[config.mk]
export PLATFORM = sky130hd
export DESIGN_NAME = rcal_ctrl
export DESIGN_NICKNAME = d
export VERILOG_FILES = /design/src/rtl/range_count_at_least_blocked_macros.svh /design/src/rtl/rcal_pkg.sv /design/src/rtl/rcal_ctrl.sv
export SDC_FILE = /design/constraint.sdc
export NUM_CORES = 1
export LEC_CHECK = 0
export ABC_AREA = 1
export BUFFER_PORTS_ARGS = -buffer_cell sky130_fd_sc_hd__buf_2
export CAP_MARGIN = 40
export CORE_MARGIN = 4
export CORE_UTILIZATION = 50
export DETAILED_ROUTE_END_ITERATION = 8
export PLACE_DENSITY = 0.78
export SYNTH_ARGS = -nofsm -noshare
export SYNTH_HDL_FRONTEND = slang
export SYNTH_SLANG_ARGS = --single-unit
[constraint.sdc]
create_clock -name clk -period 5.9 [get_ports clk]
set_input_delay 0.59 -clock clk [delete_from_list [all_inputs] [get_ports clk]]
set_output_delay 0.59 -clock clk [all_outputs]
set_load 0.02 [all_outputs]
[src/rtl/range_count_at_least_blocked_macros.svh]
// Assertion helpers for the range count block.
`ifndef RANGE_COUNT_AT_LEAST_BLOCKED_MACROS_SVH
`define RANGE_COUNT_AT_LEAST_BLOCKED_MACROS_SVH

`ifndef SYNTH
// antecedent implies consequent in the same cycle
`define RCAL_ASSERT_IMP(label, clk, rst_n, a, b) \
  label: assert property (@(posedge clk) disable iff (!rst_n) (a) |-> (b)) \
    else $error("assertion failed");
// antecedent implies consequent in the next cycle
`define RCAL_ASSERT_NXT(label, clk, rst_n, a, b) \
  label: assert property (@(posedge clk) disable iff (!rst_n) (a) |=> (b)) \
    else $error("assertion failed");
`else
`define RCAL_ASSERT_IMP(label, clk, rst_n, a, b)
`define RCAL_ASSERT_NXT(label, clk, rst_n, a, b)
`endif

`endif

[src/rtl/rcal_pkg.sv]
`default_nettype none
package rcal_pkg;

  localparam int POS_W = 10;
  localparam int VAL_W = 32;
  localparam int CNT_W = 11;

  // command codes on in_cmd
  localparam logic CMD_QUERY  = 1'b0;
  localparam logic CMD_UPDATE = 1'b1;

  // micro-operations issued by the controller
  typedef enum logic [4:0] {
    OP_NOP,
    OP_CLR,
    OP_LOAD,
    OP_DIV1,
    OP_DIV2,
    OP_U_RDOLD,
    OP_U_GETOLD,
    OP_P1_RD,
    OP_P1_EV,
    OP_P2_INIT,
    OP_P2_PUT,
    OP_P2_RD,
    OP_P2_EV,
    OP_Q_INIT,
    OP_Q_RD,
    OP_Q_EV,
    OP_BS_INIT,
    OP_BS_RD,
    OP_BS_EV,
    OP_BS_ADD
  } dp_op_t;

  typedef struct packed {
    dp_op_t op;
  } ctrl_cmd_t;

  typedef struct packed {
    logic clr_last;
    logic is_update;
    logic pos_ok;
    logic p1_last;
    logic p2_at_start;
    logic p2_gt;
    logic q_past;
    logic q_whole;
    logic bs_open;
  } dp_stat_t;

endpackage
`default_nettype wire

[src/rtl/rcal_ctrl.sv]
`default_nettype none
module rcal_ctrl (
  input  wire logic               clk,
  input  wire logic               rst_n,
  input  wire logic               start,
  input  wire rcal_pkg::dp_stat_t stat,
  output rcal_pkg::ctrl_cmd_t     cmd,
  output logic                    busy,
  output logic                    out_valid
);
  import rcal_pkg::*;

  typedef enum logic [4:0] {
    ST_CLEAR, ST_IDLE, ST_DIV1, ST_DIV2, ST_DISPATCH,
    ST_U_RDOLD, ST_U_GETOLD, ST_P1_RD, ST_P1_EV,
    ST_P2_INIT, ST_P2_CHK, ST_P2_PUT, ST_P2_RD, ST_P2_EV,
    ST_Q_INIT, ST_Q_CHK, ST_Q_RD, ST_Q_EV,
    ST_BS_INIT, ST_BS_CHK, ST_BS_RD, ST_BS_EV, ST_BS_ADD, ST_Q_DONE
  } state_t;

  state_t state_r;
  logic   out_valid_r;

  assign busy      = (state_r != ST_IDLE);
  assign out_valid = out_valid_r;

  // state register and result strobe
  always_ff @(posedge clk) begin
    if (!rst_n) begin
      state_r     <= ST_CLEAR;
      out_valid_r <= 1'b0;
    end else begin
      out_valid_r <= 1'b0;
      case (state_r)
        ST_CLEAR:    if (stat.clr_last) state_r <= ST_IDLE;
        ST_IDLE:     if (start) state_r <= ST_DIV1;
        ST_DIV1:     state_r <= ST_DIV2;
        ST_DIV2:     state_r <= ST_DISPATCH;
        ST_DISPATCH: begin
          if (!stat.is_update) state_r <= ST_Q_INIT;
          else if (stat.pos_ok) state_r <= ST_U_RDOLD;
          else state_r <= ST_IDLE;
        end
        ST_U_RDOLD:  state_r <= ST_U_GETOLD;
        ST_U_GETOLD: state_r <= ST_P1_RD;
        ST_P1_RD:    state_r <= ST_P1_EV;
        ST_P1_EV:    state_r <= stat.p1_last ? ST_P2_INIT : ST_P1_RD;
        ST_P2_INIT:  state_r <= ST_P2_CHK;
        ST_P2_CHK:   state_r <= stat.p2_at_start ? ST_P2_PUT : ST_P2_RD;
        ST_P2_PUT:   state_r <= ST_IDLE;
        ST_P2_RD:    state_r <= ST_P2_EV;
        ST_P2_EV:    state_r <= stat.p2_gt ? ST_P2_CHK : ST_IDLE;
        ST_Q_INIT:   state_r <= ST_Q_CHK;
        ST_Q_CHK: begin
          if (stat.q_past) state_r <= ST_Q_DONE;
          else if (stat.q_whole) state_r <= ST_BS_INIT;
          else state_r <= ST_Q_RD;
        end
        ST_Q_RD:     state_r <= ST_Q_EV;
        ST_Q_EV:     state_r <= ST_Q_CHK;
        ST_BS_INIT:  state_r <= ST_BS_CHK;
        ST_BS_CHK:   state_r <= stat.bs_open ? ST_BS_RD : ST_BS_ADD;
        ST_BS_RD:    state_r <= ST_BS_EV;
        ST_BS_EV:    state_r <= ST_BS_CHK;
        ST_BS_ADD:   state_r <= ST_Q_CHK;
        ST_Q_DONE: begin
          out_valid_r <= 1'b1;
          state_r     <= ST_IDLE;
        end
        default:     state_r <= ST_IDLE;
      endcase
    end
  end

  // datapath operation for each state
  always_comb begin
    case (state_r)
      ST_CLEAR:    cmd.op = OP_CLR;
      ST_IDLE:     cmd.op = OP_LOAD;
      ST_DIV1:     cmd.op = OP_DIV1;
      ST_DIV2:     cmd.op = OP_DIV2;
      ST_U_RDOLD:  cmd.op = OP_U_RDOLD;
      ST_U_GETOLD: cmd.op = OP_U_GETOLD;
      ST_P1_RD:    cmd.op = OP_P1_RD;
      ST_P1_EV:    cmd.op = OP_P1_EV;
      ST_P2_INIT:  cmd.op = OP_P2_INIT;
      ST_P2_PUT:   cmd.op = OP_P2_PUT;
      ST_P2_RD:    cmd.op = OP_P2_RD;
      ST_P2_EV:    cmd.op = OP_P2_EV;
      ST_Q_INIT:   cmd.op = OP_Q_INIT;
      ST_Q_RD:     cmd.op = OP_Q_RD;
      ST_Q_EV:     cmd.op = OP_Q_EV;
      ST_BS_INIT:  cmd.op = OP_BS_INIT;
      ST_BS_RD:    cmd.op = OP_BS_RD;
      ST_BS_EV:    cmd.op = OP_BS_EV;
      ST_BS_ADD:   cmd.op = OP_BS_ADD;
      default:     cmd.op = OP_NOP;
    endcase
  end

endmodule
`default_nettype wire

==> metrics.cfg, run 1 <==
[setup_path]
crit_chain = inv_2 > nand3_2 > nand2_1 > nand2_1 > nand3_1 > nor2_1 > nand4_1 > nand2_1 > inv_1 > ha_1 > inv_1 > nand2_1 > o21ai_1 > nand2_1 > nand2_1
cp.required_ps = 6110
end_kind = flop
reg2reg_from = state_r[4]
cpPeakStageDelay_ps = 530
crit_fanout = 10
start_kind = flop
startpoint = state_r[4]
cp_data_arrival_time_ps = 2470
path_delay_family = simple AND/OR/NAND/NOR gates
cp_slowest_cell = dfxtp_1
crit_top_cell = nand2_1
path_buf_inv = 3
crit_type = flop to flop

[power]
power_frac_comb = 0.570
power_uw = 352.3
p_sw_uw = 171.5
power_density_nw_per_um2 = 295.7
vdd_ir_drop_max_v = 0.0001683
intPower_uw = 180.8
p_sw_frac = 0.4869
p_clk_frac = 0.145
p_leak_uw = 0.0007267
power_frac_seq = 0.285

[sta]
period_needed_ps = 2253
drv_slew = 0
finalSetupViolCount = 0
fin_ws_ps = 3647
slew_headroom = 0.7540
tightest_slew_ps = 368.6
rsz0062_at_grt = no
clock_skew_ps = 3.067
hold_viol_final = 0
setup_tns_ps = 0
fmax_mhz = 443.9
final.period_utilization = 0.3818

[layout]
post-route-util = 0.6010
layout_commonest_cell = nand2_1
fin_cells = 232
fillCellCount = 196
mostFrequentLayoutCells = 61 x nand2_1, 25 x inv_1, 22 x nor2_1
syn_to_final_growth_pct = 13.60
num-nets-final = 225
n_antenna_cell = 0
drive_gt1_frac = 0.1951

[synthesis]
ys_seq_area_frac = 0.2100
yosysTopAreaCellShare = 0.2184
syn_inst = 184
synth_top_cells_by_area = nand2_1 22%, dfxtp_1 21%, nand3_1 9.5%
ys_seq_elements = 11
syn_avg_cell_area_sq_um = 5.698
ys_warn_count = 0
yosysTopAreaCell = nand2_1
syn_nets = 203
netlist-cell-type-count = 20
netlist_area_sq_um = 1049

[floorplanning]
die_x_microns = 53.80
coreArea_sq_um = 1982
pin_count = 19
initial_core_util = 0.5290
dieArea_sq_um = 2894
rows = 16
die_h_microns = 53.80

[drt]
drc = 0
wl_per_cell_microns = 11.13
num_vias = 1185
wirelength_mm = 2.583
drt_iter0_drc = 80
vias_per_cell = 5.108
dr.pass1.iters = 4
drtAntennaViolNets = 0

[cts]
clock-sinks = 11
path_clk_slew_ps = 70
post_cts_resized = 0
htree_levels = 1
cts.path.max_buffers = 2
root_buffer = clkbuf_4
cts_hold_buf = 0
post_cts_buffers = 0
clock_latency_ps = 270
cts_tree = done
numCtsBuffers = 3

[global_route]
grtUsageTotal = 0.2091
grt_antenna_before_repair = 0
first_global_vias = 1040
grt_pass1_wl_mm = 4.436
grt_overflow = 0
grt_max_degree = 11

[flow_run]
drv_cap = 0

[worst_hold_path]
holdCritPathClass = primary input to flop
hold_start = rst_n

[placed_design]
place_congestion = 0.9861
dp_slack_ps = 3652
dp.cells = 228
dp_hpwl_mm = 2.106
io_buffer_count = 18

[status]
status = completed

worst register-to-register path, cell delays in order, from the launching register on:
cell	delay (ps)
dfxtp_1	530
inv_2	150
nand3_2	140
nand2_1	80
nand2_1	70
nand3_1	90
nor2_1	110
nand4_1	100
nand2_1	220
inv_1	120
ha_1	200
inv_1	50
nand2_1	70
o21ai_1	110
nand2_1	80
nand2_1	60
final timing paths:
check | slack (ps) | to | cells past startpoint
worst min-delay path | 670 | state_r[3] | 3
worst min register to register | 730 | out_valid | 2
worst max-delay path | 3650 | cmd[3] | 15
worst max register to register | 3650 | cmd[3] | 15
kinds of logic (layout without fill, tap and decap cells):
group / count (synthesis) / in the layout / share of synthesized area
adders and majority gates: 7 / 7 / 0.08353
and+or+nand+nor: 123 / 123 / 0.5286
buffers and inverters: 32 / 53 / 0.1205
DFF: 11 / 11 / 0.2100
AOI/OAI and AO/OA: 11 / 11 / 0.05728
power groups by stage:
stage / Clock (uW) / Combinational (uW) / Sequential [uW]
global placement: 0 / 196 / 102
CTS: 53.0 / 199 / 100
detailed placement: 0 / 198 / 102
floorplan: 0 / 140 / 110
global route: 55.4 / 226 / 102
finish: 51.0 / 201 / 101
per-layer routing:
| metal | vias to the layer above | wire [microns] | GRT usage |
|---|---|---|---|
| li1 | 615 | - | - |
| met1 | 518 | 1159 | 0.2919 |
| met2 | 50 | 1163 | 0.3125 |
| met3 | 2 | 253 | 0.06371 |
| met4 | 0 | 7 | 0.04681 |
| met5 | - | 0 | 0 |
layout make-up:
class	instances	area [sq um]	area share
sequential	11	220.2	0.1849
inverter	31	118.9	0.09979
tap	27	33.78	0.02836
multi-input combinational	141	701.9	0.5893
clock buffer	4	26.28	0.02206
timing repair buffer	18	90.09	0.07563
cell usage after synthesis, drive strengths merged:
library cell,count
nor2,28
o21ai,5
or2,2
ha,7
buf,1
nand2,62
a21oi,4
nand3,24
nand4,5
nor3,2
o211ai,1
a21boi,1
inv,31
dfxtp,11
through the flow:
step	hold WS, ps	instance area, sq um
2_1_floorplan	629.7	1049
3_3_place_gp	685.0	1165
3_5_place_dp	705.5	1165
4_1_cts	654.8	1191
5_1_grt	681.9	1191
6_report	666.1	1191
sequential cells by signal (all words and copies together), names as in the netlist:
name       cells
state_r        5
cmd            5
out_valid      1
(Power assumes the default switching activity.)
==> run 2, diff against run 1 <==
Settings changed: ABC_AREA 1 to 0, PLACE_DENSITY 0.78 to 0.77.
Clock period 5.9 ns to 2.3 ns, I/O delays scaled along.
==> metrics.cfg, run 2 <==
[layout]
layout_commonest_cell = buf_4
post-route-util = 0.7358  ; +0.1348
fillCellCount = 137  ; -30%
num-nets-final = 191  ; -15%
regArea_sq_um = 226.5  ; +2.8%
n_antenna_cell = 0  ; unchanged
mostFrequentLayoutCells = 25 x buf_4, 18 x buf_2, 8 x dfxtp_1
drive_gt1_frac = 0.4444  ; +0.2493
syn_to_final_growth_pct = 36.04
multiInputGateArea_sq_um = 847.1  ; +21%

[synthesis]
ys_seq_area_frac = 0.2014  ; -0.008651
netlist-cell-type-count = 56  ; +180%
synth_top_cells_by_area = dfxtp_1 20%, ha_1 8.0%, a21oi_1 3.7%
synth_commonest_cells = 11 x dfxtp_1, 8 x a21oi_1, 8 x inv_1, 8 x nor2_1
netlist_area_sq_um = 1094  ; +4.3%
yosysMostFrequentCell = dfxtp_1
ys_seq_elements = 11  ; unchanged
yosysTopAreaCell = dfxtp_1
ys_warn_count = 0  ; unchanged
async_flop_share = 0  ; unchanged
syn_nets = 150  ; -26%
yosysTopAreaCellShare = 0.2014  ; -0.01700
syn_inst = 131  ; -29%
syn_avg_cell_area_sq_um = 8.348  ; +46%
synth_flop_cell = dfxtp_1
synth_edf_count = 0  ; unchanged

[power]
p_sw_uw = 170.9  ; -0.35%
power_frac_comb = 0.339  ; -0.231
p_leak_uw = 0.0006519  ; -10%
p_clk_frac = 0.266  ; +0.121
p_sw_frac = 0.3339  ; -0.1530
power_density_nw_per_um2 = 344.1  ; +16%
power_frac_seq = 0.395  ; +0.110
vdd_ir_drop_max_v = 0.0004311  ; +160%
intPower_uw = 341.0  ; +89%

[global_route]
grt_overflow = 0  ; unchanged
first_global_vias = 1109  ; +6.6%
grt_max_degree = 18  ; +7
grt_antenna_before_repair = 0  ; unchanged
grt_pass1_wl_mm = 5.050  ; +14%
grtUsageTotal = 0.2345  ; +0.02543

[floorplanning]
die_x_microns = 54.77  ; +1.8%
coreArea_sq_um = 2022  ; +2.0%
dieArea_sq_um = 2999  ; +3.6%
rows = 16  ; unchanged
initial_core_util = 0.5408  ; +0.01180
pin_count = 19  ; unchanged
die_h_microns = 54.77  ; +1.8%

[cts]
clock_latency_ps = 270  ; about the same
numCtsBuffers = 3  ; unchanged
cts_hold_buf = 0  ; unchanged
htree_levels = 1  ; unchanged
path_clk_slew_ps = 70  ; about the same
cts_tree = done
root_buffer = clkbuf_4
clock-sinks = 11  ; unchanged
cts.path.max_buffers = 2  ; unchanged

[sta]
period_needed_ps = 2363  ; +109.8 ps
finalSetupViolCount = 2  ; +2
clock_skew_ps = 2.690  ; -0.3767 ps
final.period_utilization = 1.027  ; +0.6454
whs_ps = 304.0  ; -362.1 ps
slew_headroom = 0.6122  ; -0.1418
fmax_mhz = 423.3  ; -4.6%
tightest_slew_ps = 573.6  ; +205.0 ps
rsz0062_at_grt = yes
drv_slew = 0  ; unchanged
hold_viol_final = 0  ; unchanged
fin_ws_ps = -62.57  ; -3710 ps

[setup_path]
cp.required_ps = 2440  ; -3670 ps
cp_data_arrival_time_ps = 2510  ; +40 ps
crit_fanout = 6  ; -4
end_kind = flop
crit_type = flop to flop
start_kind = flop

[status]
violations = negative setup slack
status = complete, but fails checks

[drt]
vias_per_cell = 6.071  ; +19%
dr.pass1.iters = 4  ; unchanged
wirelength_mm = 3.236  ; +25%
wl_per_cell_microns = 16.34  ; +47%
drc = 0  ; unchanged
num_vias = 1202  ; +1.4%
drtAntennaViolNets = 0  ; unchanged
drt_iter0_drc = 49  ; -39%

[placed_design]
dp_hpwl_mm = 2.344  ; +11%
place_congestion = 0.8691  ; -12%
io_buffer_count = 18  ; unchanged

[flow_run]
drv_cap = 0  ; unchanged

[worst_hold_path]
holdCritPathClass = primary input to flop

[run 2: cell types whose count changed in the layout (fill, tap and decap cells not counted), moves of 5 or more]
cell / delta
buf_4: +25
nor2_2: -5
nand3_1: -19
inv_1: -20
nand2_1: -54
nor2_1: -15
[run 2: power groups by stage]
| stage | combinational [uW] | sequential (uW) | clock [uW] |
|---|---|---|---|
| after floorplan | 93.5 | 213 | 0 |
| final | 174 | 202 | 136 |
| after global placement | 149 | 207 | 0 |
| after detailed placement | 155 | 207 | 0 |
| after CTS | 157 | 203 | 138 |
| after global routing | 186 | 203 | 146 |
[run 2: per-layer routing]
| layer | part of all wire | routed length, microns | GRT usage |
|---|---|---|---|
| met1 | 0.41 | 1331 | 0.3062 |
| met2 | 0.46 | 1499 | 0.3740 |
| met3 | 0.10 | 330 | 0.06812 |
| met4 | 0.023 | 74 | 0.05809 |
| met5 | 0 | 0 | 0 |
[run 2: final timing paths]
kind | to | slack [ps] | cells past startpoint | from
min reg2reg | out_valid | 530 | 2 | state_r[2]
max | cmd[1] | -60 | 10 | state_r[2]
min | state_r[1] | 300 | 3 | rst_n
max reg2reg | cmd[1] | -60 | 10 | state_r[2]
[run 2: cell families after synthesis]
group,share of synthesized area
AO/OA/AOI/OAI,0.3067
XOR/XNOR,0.01602
adder cells (fa/ha/maj),0.08009
buffers and inverters,0.09953
flip-flops,0.2014
multiplexers,0.01831
AND/OR/NAND/NOR,0.2781
[run 2: cell type report]
cell class / instances / area share
tap: 27 / 0.02271
sequential: 11 / 0.1522
clock buffer: 4 / 0.01766
timing repair buffer: 46 / 0.2153
multi-input combinational: 101 / 0.5694
inverter: 9 / 0.02271
[run 2: timing repair]
| action | in CTS | in global routing |
|---|---|---|
| pin swaps | 2 | 1 |
| buffers inserted | 2 | 2 |
| endpoints found under the setup margin | 3 | 5 |
| cloned | 0 | 0 |
| gates resized for setup | 4 | 12 |
[run 2: worst max-delay path: stages (launching register included)]
cell and delay [ps]:
dfxtp_4 370, buf_6 120, or4_4 520, o221a_4 280, a31oi_4 160, inv_2 90
ha_4 250, inv_2 60, nor3_2 40, a211oi_1 190, o221ai_1 140
[run 2: stage by stage]
stage	TNS (ps)	instances	power, uW	area, sq um	setup WS, ps
global route	-359.3	198	535.4	1488	-150.5
floorplan	0	131	306.9	1145	1.187
CTS	-38.96	196	498.0	1428	-38.96
detailed placement	-161.0	190	362.0	1383	-126.2
finish	-107.6	198	511.9	1488	-62.57
global placement	-24.52	190	356.2	1383	-24.52
